===== src/rtl/core/tpic_pkg.sv =====
// ----------------------------------------------------------------------------
// tpic_pkg
// Shared widths, codes and stage types of the triangular pair index codec.
// ----------------------------------------------------------------------------
package tpic_pkg;

    localparam int ORD_BITS = 31;
    localparam int IN_ORD_W = 32;
    localparam int IN_IDX_W = 64;
    localparam int IDX_W    = 2 * ORD_BITS - 1;
    localparam int ROOT_W   = ORD_BITS + 1;
    localparam int RAD_W    = 2 * ROOT_W;
    localparam int REM_W    = ROOT_W + 2;
    localparam int PROD_W   = 2 * ORD_BITS;

    localparam logic [IN_IDX_W-1:0] ORD_MAX  = (IN_IDX_W'(1) << ORD_BITS) - IN_IDX_W'(1);
    localparam logic [IN_IDX_W-1:0] TRI_MAX  = (ORD_MAX * (ORD_MAX + IN_IDX_W'(1))) >> 1;
    localparam logic [RAD_W-1:0]    RAD_BIAS = RAD_W'(7);

    typedef enum logic {
        OP_DECODE = 1'b0,
        OP_ENCODE = 1'b1
    } tpic_op_t;

    typedef enum logic [1:0] {
        ST_OK    = 2'd0,
        ST_NEG   = 2'd1,
        ST_ORDER = 2'd2,
        ST_RANGE = 2'd3
    } tpic_status_t;

    typedef struct packed {
        tpic_op_t              op;
        tpic_status_t          st;
        logic [IDX_W-1:0]      arg;
        logic [ORD_BITS-1:0]   upe;
        logic [RAD_W-1:0]      rad;
        logic [REM_W-1:0]      rem;
        logic [ROOT_W-1:0]     root;
    } tpic_root_t;

    typedef struct packed {
        tpic_op_t              op;
        tpic_status_t          st;
        logic [IDX_W-1:0]      arg;
        logic [ORD_BITS-1:0]   u;
        logic [ORD_BITS-1:0]   um1;
    } tpic_post_t;

    typedef struct packed {
        tpic_op_t              op;
        tpic_status_t          st;
        logic [IDX_W-1:0]      arg;
        logic [ORD_BITS-1:0]   u;
        logic [PROD_W-1:0]     prod;
    } tpic_prod_t;

    typedef struct packed {
        logic [IDX_W-1:0]      index;
        logic [ORD_BITS-1:0]   lower;
        logic [ORD_BITS-1:0]   upper;
        tpic_status_t          status;
    } tpic_res_t;

endpackage


===== src/rtl/core/tpic_root_step.sv =====
// ----------------------------------------------------------------------------
// tpic_root_step
// One registered step of the digit-by-digit integer square root.
// ----------------------------------------------------------------------------
module tpic_root_step (
    input  logic                  aclk,
    input  logic                  aresetn,
    input  logic                  en,
    input  logic                  in_valid,
    input  tpic_pkg::tpic_root_t  in_data,
    output logic                  out_valid,
    output tpic_pkg::tpic_root_t  out_data
);

    logic                        valid_reg;
    tpic_pkg::tpic_root_t        data_reg;
    tpic_pkg::tpic_root_t        data_next;
    logic [tpic_pkg::REM_W-1:0]  rem_shift;
    logic [tpic_pkg::REM_W-1:0]  trial;

    always_comb begin
        rem_shift = {in_data.rem[tpic_pkg::REM_W-3:0], in_data.rad[tpic_pkg::RAD_W-1 -: 2]};
        trial     = {in_data.root, 2'b01};
        data_next     = in_data;
        data_next.rad = in_data.rad << 2;
        if (rem_shift >= trial) begin
            data_next.rem  = rem_shift - trial;
            data_next.root = {in_data.root[tpic_pkg::ROOT_W-2:0], 1'b1};
        end else begin
            data_next.rem  = rem_shift;
            data_next.root = {in_data.root[tpic_pkg::ROOT_W-2:0], 1'b0};
        end
    end

    always_ff @(posedge aclk) begin
        if (!aresetn) begin
            valid_reg <= 1'b0;
        end else if (en) begin
            valid_reg <= in_valid;
        end
    end

    always_ff @(posedge aclk) begin
        if (en) begin
            data_reg <= data_next;
        end
    end

    assign out_valid = valid_reg;
    assign out_data  = data_reg;

endmodule


===== config.mk =====
export PLATFORM = sky130hd
export DESIGN_NAME = tpic_root_step
export DESIGN_NICKNAME = d
export VERILOG_FILES = /design/src/rtl/core/tpic_pkg.sv /design/src/rtl/core/tpic_root_step.sv
export SDC_FILE = /design/constraint.sdc
export NUM_CORES = 1
export LEC_CHECK = 0
export BUFFER_PORTS_ARGS = -buffer_cell sky130_fd_sc_hd__buf_2
export CORE_AREA = 2 2 179 181
export DETAILED_ROUTE_END_ITERATION = 7
export DIE_AREA = 0 0 181 183
export PLACE_DENSITY_LB_ADDON = 0.3
export SLEW_MARGIN = 20
export SYNTH_ARGS = -nofsm -noshare
export SYNTH_HDL_FRONTEND = slang
export SYNTH_SLANG_ARGS = --single-unit

===== constraint.sdc =====
create_clock -name aclk -period 3.3 [get_ports aclk]
set_clock_uncertainty 0.2 [all_clocks]
set_input_delay 0.33 -clock aclk [delete_from_list [all_inputs] [get_ports aclk]]
set_output_delay 0.33 -clock aclk [all_outputs]
set_load 0.005 [all_outputs]

# Word level (Yosys, flattened, before mapping)
# Index checks and enable logic that the tools add are counted.
# totals
reg_bits	224
out_inout_bits	226
input_bits	229
elab_cells	11
# op_classes
mux	1
order_cmp	1
add_sub_neg	1
# op_table
cell	count
66-bit 2-to-1 mux	1
34-bit greater-or-equal comparator	1
34-bit subtractor	1

# Logic depth before layout (Yosys ltp)
# depth
depth_word	2
ltp_mapped	14
depth_no_buf	12

# Worst setup path after synthesis
# No wires, ideal clock.
# synth_timing
path_kind	input to register
startpoint	input in_data[0] (netlist bit)
endpoint	register data_reg (netlist bit out_data[34]) (data pin)
arrival_ns	2.596
n_path_buf	1
path_slack_ns	0.243
setup_ns	0.260
stages	13
path_cell_list	inv_1 ha_1 nand2b_2 a21oi_2 nand2b_4 a21o_1 a21oi_4 a21oi_2 o41ai_4 o21a_4 inv_4 buf_12 mux2_4
# synth_lines
element	line	source
start: declaration	tpic_root_step.sv:10	input tpic_pkg::tpic_root_t in_data,
end signal: assignment	tpic_root_step.sv:45	data_reg <= data_next;
end: declaration	tpic_root_step.sv:16	tpic_pkg::tpic_root_t data_reg;

==> summary by stage <==
Setup path
The capturing element type of the critical path is a register. On the critical path the largest part of the delay comes from compound AO/OA/AOI/OAI gates. The kind of launch point of the worst setup path is an input pin. The worst register-to-register path has a depth of 3. At the worst endpoint, the required time is about 3400 ps.

The arrival time reported for the critical path endpoint is between 3000 and 4000 ps. Among all stages on the critical path, the largest delay is contributed by dlygate4sd3_1. The signal on the critical path passes through dlygate4sd3_1, buf_2, inv_1, ha_1, buf_4, a21oi_1, o21ai_1, a21oi_1, nor2b_1, o311a_1, a211oi_2, o21a_4, inv_6, mux2_4.

The largest single stage delay on the critical path is 530 ps. The critical path is of the input pin to register type. The biggest fanout along the worst timing path is 30. Counting both buffers and inverters, the worst setup path holds a total of 5. Counting buffers and inverters, the worst setup path is 14 cells deep. The most prevalent standard cell on the critical path is a21oi_1.

STA
The number of hold-slack violations in the final timing report is 0. The accumulated negative setup slack is 0 ps. The shortest clock period the worst path allows after layout is about 3100 ps. The top achievable clock speed is 0.320 GHz. In this run the tightest slew margin relative to its limit is approximately three fifths.

The number of slew-limit violations in the final report is 0. The final worst-path cycle share is 94.8%. The final setup violation count is 0. For the pin with the worst max-slew slack, the measured transition is a little over 600 ps. Setup repair after global routing left no endpoint under its margin.

Clocking
The number of H-tree branching levels is 1. CTS saw roughly 220 sinks. The clock-pin slew reported for the worst setup and hold paths after clock tree synthesis is around 60 ps. TritonCTS built the clock tree. The clock latency on the worst-skew pair is between 500 and 600 ps. The maximum number of buffers from clock root to sink is 3.

Counting the buffers created by CTS gives 26. In this run the clock root is driven by a clkbuf_16.

Logic synthesis
After technology mapping, the gate count stands at 580. The summed instance area of the synthesized netlist is about 9400 um^2. Counting distinct cell types in the post-synthesis netlist gives 61. The number of enable-type register cells in the synthesized netlist is 223. For this run, the register share of the synthesized area comes to a little under three quarters.

The total of flip-flops plus latches after synthesis is between 200 and 250. The proportion of synthesized flip-flops having asynchronous set or reset is 0%. The average footprint of a synthesized cell is 16.1 um^2.

The number of synthesis warnings is 0. The post-synthesis cell type with the largest combined area is edfxtp_1. The most used flip-flop cell after synthesis is edfxtp_1. By area the synthesized netlist is led by edfxtp_1 (72%), ha_1 (4.5%), mux2_4 (4.5%).

The area share of the largest cell type after synthesis is between 70% and 80%.

Place
The placed cell count is roughly 1500. The detailed placement HPWL is roughly 24000 um. The port buffer count is 450. The congestion estimate from routability-driven global placement came to 0.837.

Detailed routing
The first detailed-routing pass ran for 4 iterations. For this block, the initial DRC count from the detailed router was around 430. The detailed router placed between 7000 and 8000 vias in this run. For this run, design rule violations remaining after detail routing come to 0. The via count normalized by instance count is between 4 and 5. The detail route stage leaves a number of antenna-violating nets equal to 0. The routed wirelength normalized by instance count is about 19 um.

The total wirelength of the detailed-routed design is ~34000 um.

Power and ir drop
The share of total power dissipated in combinational logic is between 10% and 20%. The fraction of power consumed by sequential logic is ~45%. The design internal power is between 5 and 6 mW. The power per cell area is 503 nW/um^2. The share of total power dissipated in the clock network is a little under two fifths. The switching part of the total power is about a quarter. In this run the power spent charging and discharging nets is between 1.5 and 2 mW. The total leakage power is 6.88 nW. The maximum vdd ir drop is about 0.31 mV.

Cells and area
Cells with a size suffix above 1 make up between 40% and 50% of the layout. In the layout the commonest cells are buf_2 (449), edfxtp_1 (223), dlygate4sd3_1 (221). The net total in the final layout is 1583. Once layout is complete, the cells apart from fillers number 1744.

The library cell used most frequently in the layout, excluding fill and tap cells, is buf_2. Relative to the synthesized area, the layout overhead comes to 66.1%. The end-of-flow core utilization is between 40% and 50%. The number of fill cells in the layout is between 2000 and 3000.

Die
The initial cell density of the core is 30.0%. The height of the die is ~180 um. The full die area is between 30000 and 40000 um^2.

The I/O pin count is about 460. The horizontal die dimension is 181 um. The total number of placement rows is 65.

The floorplan step defined a core boundary enclosing ~31000 um^2.

Global routing
The number of global-route vias before repair is between 7000 and 8000. The remaining global-route overflow is 0. The global-route usage over all layers is a little under a fifth.

The initial antenna violation count is 7. Entering global routing, the biggest net connects 77 pins. The first-pass GRT wire length is roughly 48000 um.

Min path
The count of cells along the worst hold path is 3. In this run the worst hold path is classified as input pin to register.

Job
The tool flagged a number of max-cap violations equal to 0.

Run status
The run finished with clean final reports.
sequential cells by signal, summed over array words and instances (netlist names):
| signal | flops |
|---|---|
| out_valid | 1 |
| out_data | 223 |
synth_stat cells (all sizes together), types with 2 or more instances:
| cell | instances |
|---|---|
| xnor2 | 16 |
| mux2i | 3 |
| o41ai | 3 |
| o31ai | 3 |
| o211ai | 4 |
| o21ai | 19 |
| o21a | 2 |
| o2111a | 2 |
| a21oi | 35 |
| nand2 | 32 |
| or3 | 5 |
| a221oi | 2 |
| a21boi | 2 |
| a21o | 11 |
| inv | 44 |
| xor2 | 12 |
| and3 | 2 |
| clkbuf | 8 |
| mux2 | 28 |
| nand4 | 6 |
| buf | 7 |
| nor3 | 7 |
| edfxtp | 223 |
| nand2b | 7 |
| nand3 | 8 |
| nor2 | 22 |
| nor4 | 3 |
| a211oi | 5 |
| and2 | 2 |
| ha | 34 |
| o21bai | 6 |
| nor2b | 2 |
| o22ai | 3 |
kinds of logic (layout without fill, tap and decap cells):
logic type,after synthesis,after routing,synth area share (%)
fa+ha+maj,34,34,4.55
buf+inv,59,816,3.02
simple gates,97,97,5.07
compound gates,106,106,8.09
flops,224,224,71.8
mux,31,31,4.81
xor+xnor,28,28,2.62
other cells,1,6,0.0401
path summary, 6_finish.rpt:
path,start,to,slack [ps]
setup / recovery,in_data[25],out_data[41]$_DFFE_PP_,170
hold / removal,in_data[128],out_data[32]$_DFFE_PP_,20
setup reg to reg,out_valid$_SDFFE_PN0P_,out_valid$_SDFFE_PN0P_,1970
hold reg to reg,out_valid$_SDFFE_PN0P_,out_valid$_SDFFE_PN0P_,850
layer usage:
layer	global-route usage, %	share of wire [%]
met5	0	0.12
met4	7.19	4.1
met3	4.55	6.9
met2	35.4	51
met1	21.4	37
cell type report:
class                           count  area (um^2)  share of cell area, %
Sequential cell                   224         6720                   43.2
Timing Repair Buffer              726         4910                   31.6
Multi-Input combinational cell    298         2380                   15.3
Clock buffer                       29          683                   4.40
Tap cell                          402          503                   3.24
Inverter                           44          170                   1.10
Clock inverter                     17          169                   1.09
Antenna cell                        4         10.0                 0.0644
what timing repair did:
action	in CTS	in global routing
gates resized for setup	0	4
endpoints found under the setup margin	0	31
endpoints found under the hold margin	220	0
hold buffers	221	0
setup buffers	0	0
metrics by stage:
| stage | total power [mW] | hold WS, ps | cell area (um^2) | worst slack (ps) |
|---|---|---|---|---|
| floorplan | 4.08 | 229 | 9360 | 243 |
| global placement | 4.75 | 294 | 12400 | -28.9 |
| detailed placement | 4.77 | 308 | 12400 | -85.3 |
| CTS | 7.91 | 1.15 | 15500 | 0.798 |
| global route | 8.14 | 27.6 | 15500 | 9.72 |
| finish | 7.82 | 24.6 | 15500 | 170 |
tightest hold or removal path, cell delays in order:
cell	delay, ps
buf_2	90
buf_4	120
xnor2_1	110
power by group through the flow:
| stage | Combinational (mW) | Sequential (mW) | Clock, mW |
|---|---|---|---|
| 2_1_floorplan | 0.496 | 3.59 | 0 |
| 3_3_place_gp | 1.21 | 3.54 | 0 |
| 3_5_place_dp | 1.22 | 3.55 | 0 |
| 4_1_cts | 1.45 | 3.49 | 2.97 |
| 5_1_grt | 1.55 | 3.51 | 3.08 |
| 6_report | 1.44 | 3.49 | 2.89 |
Note: power is estimated with default switching activity, not from simulation.
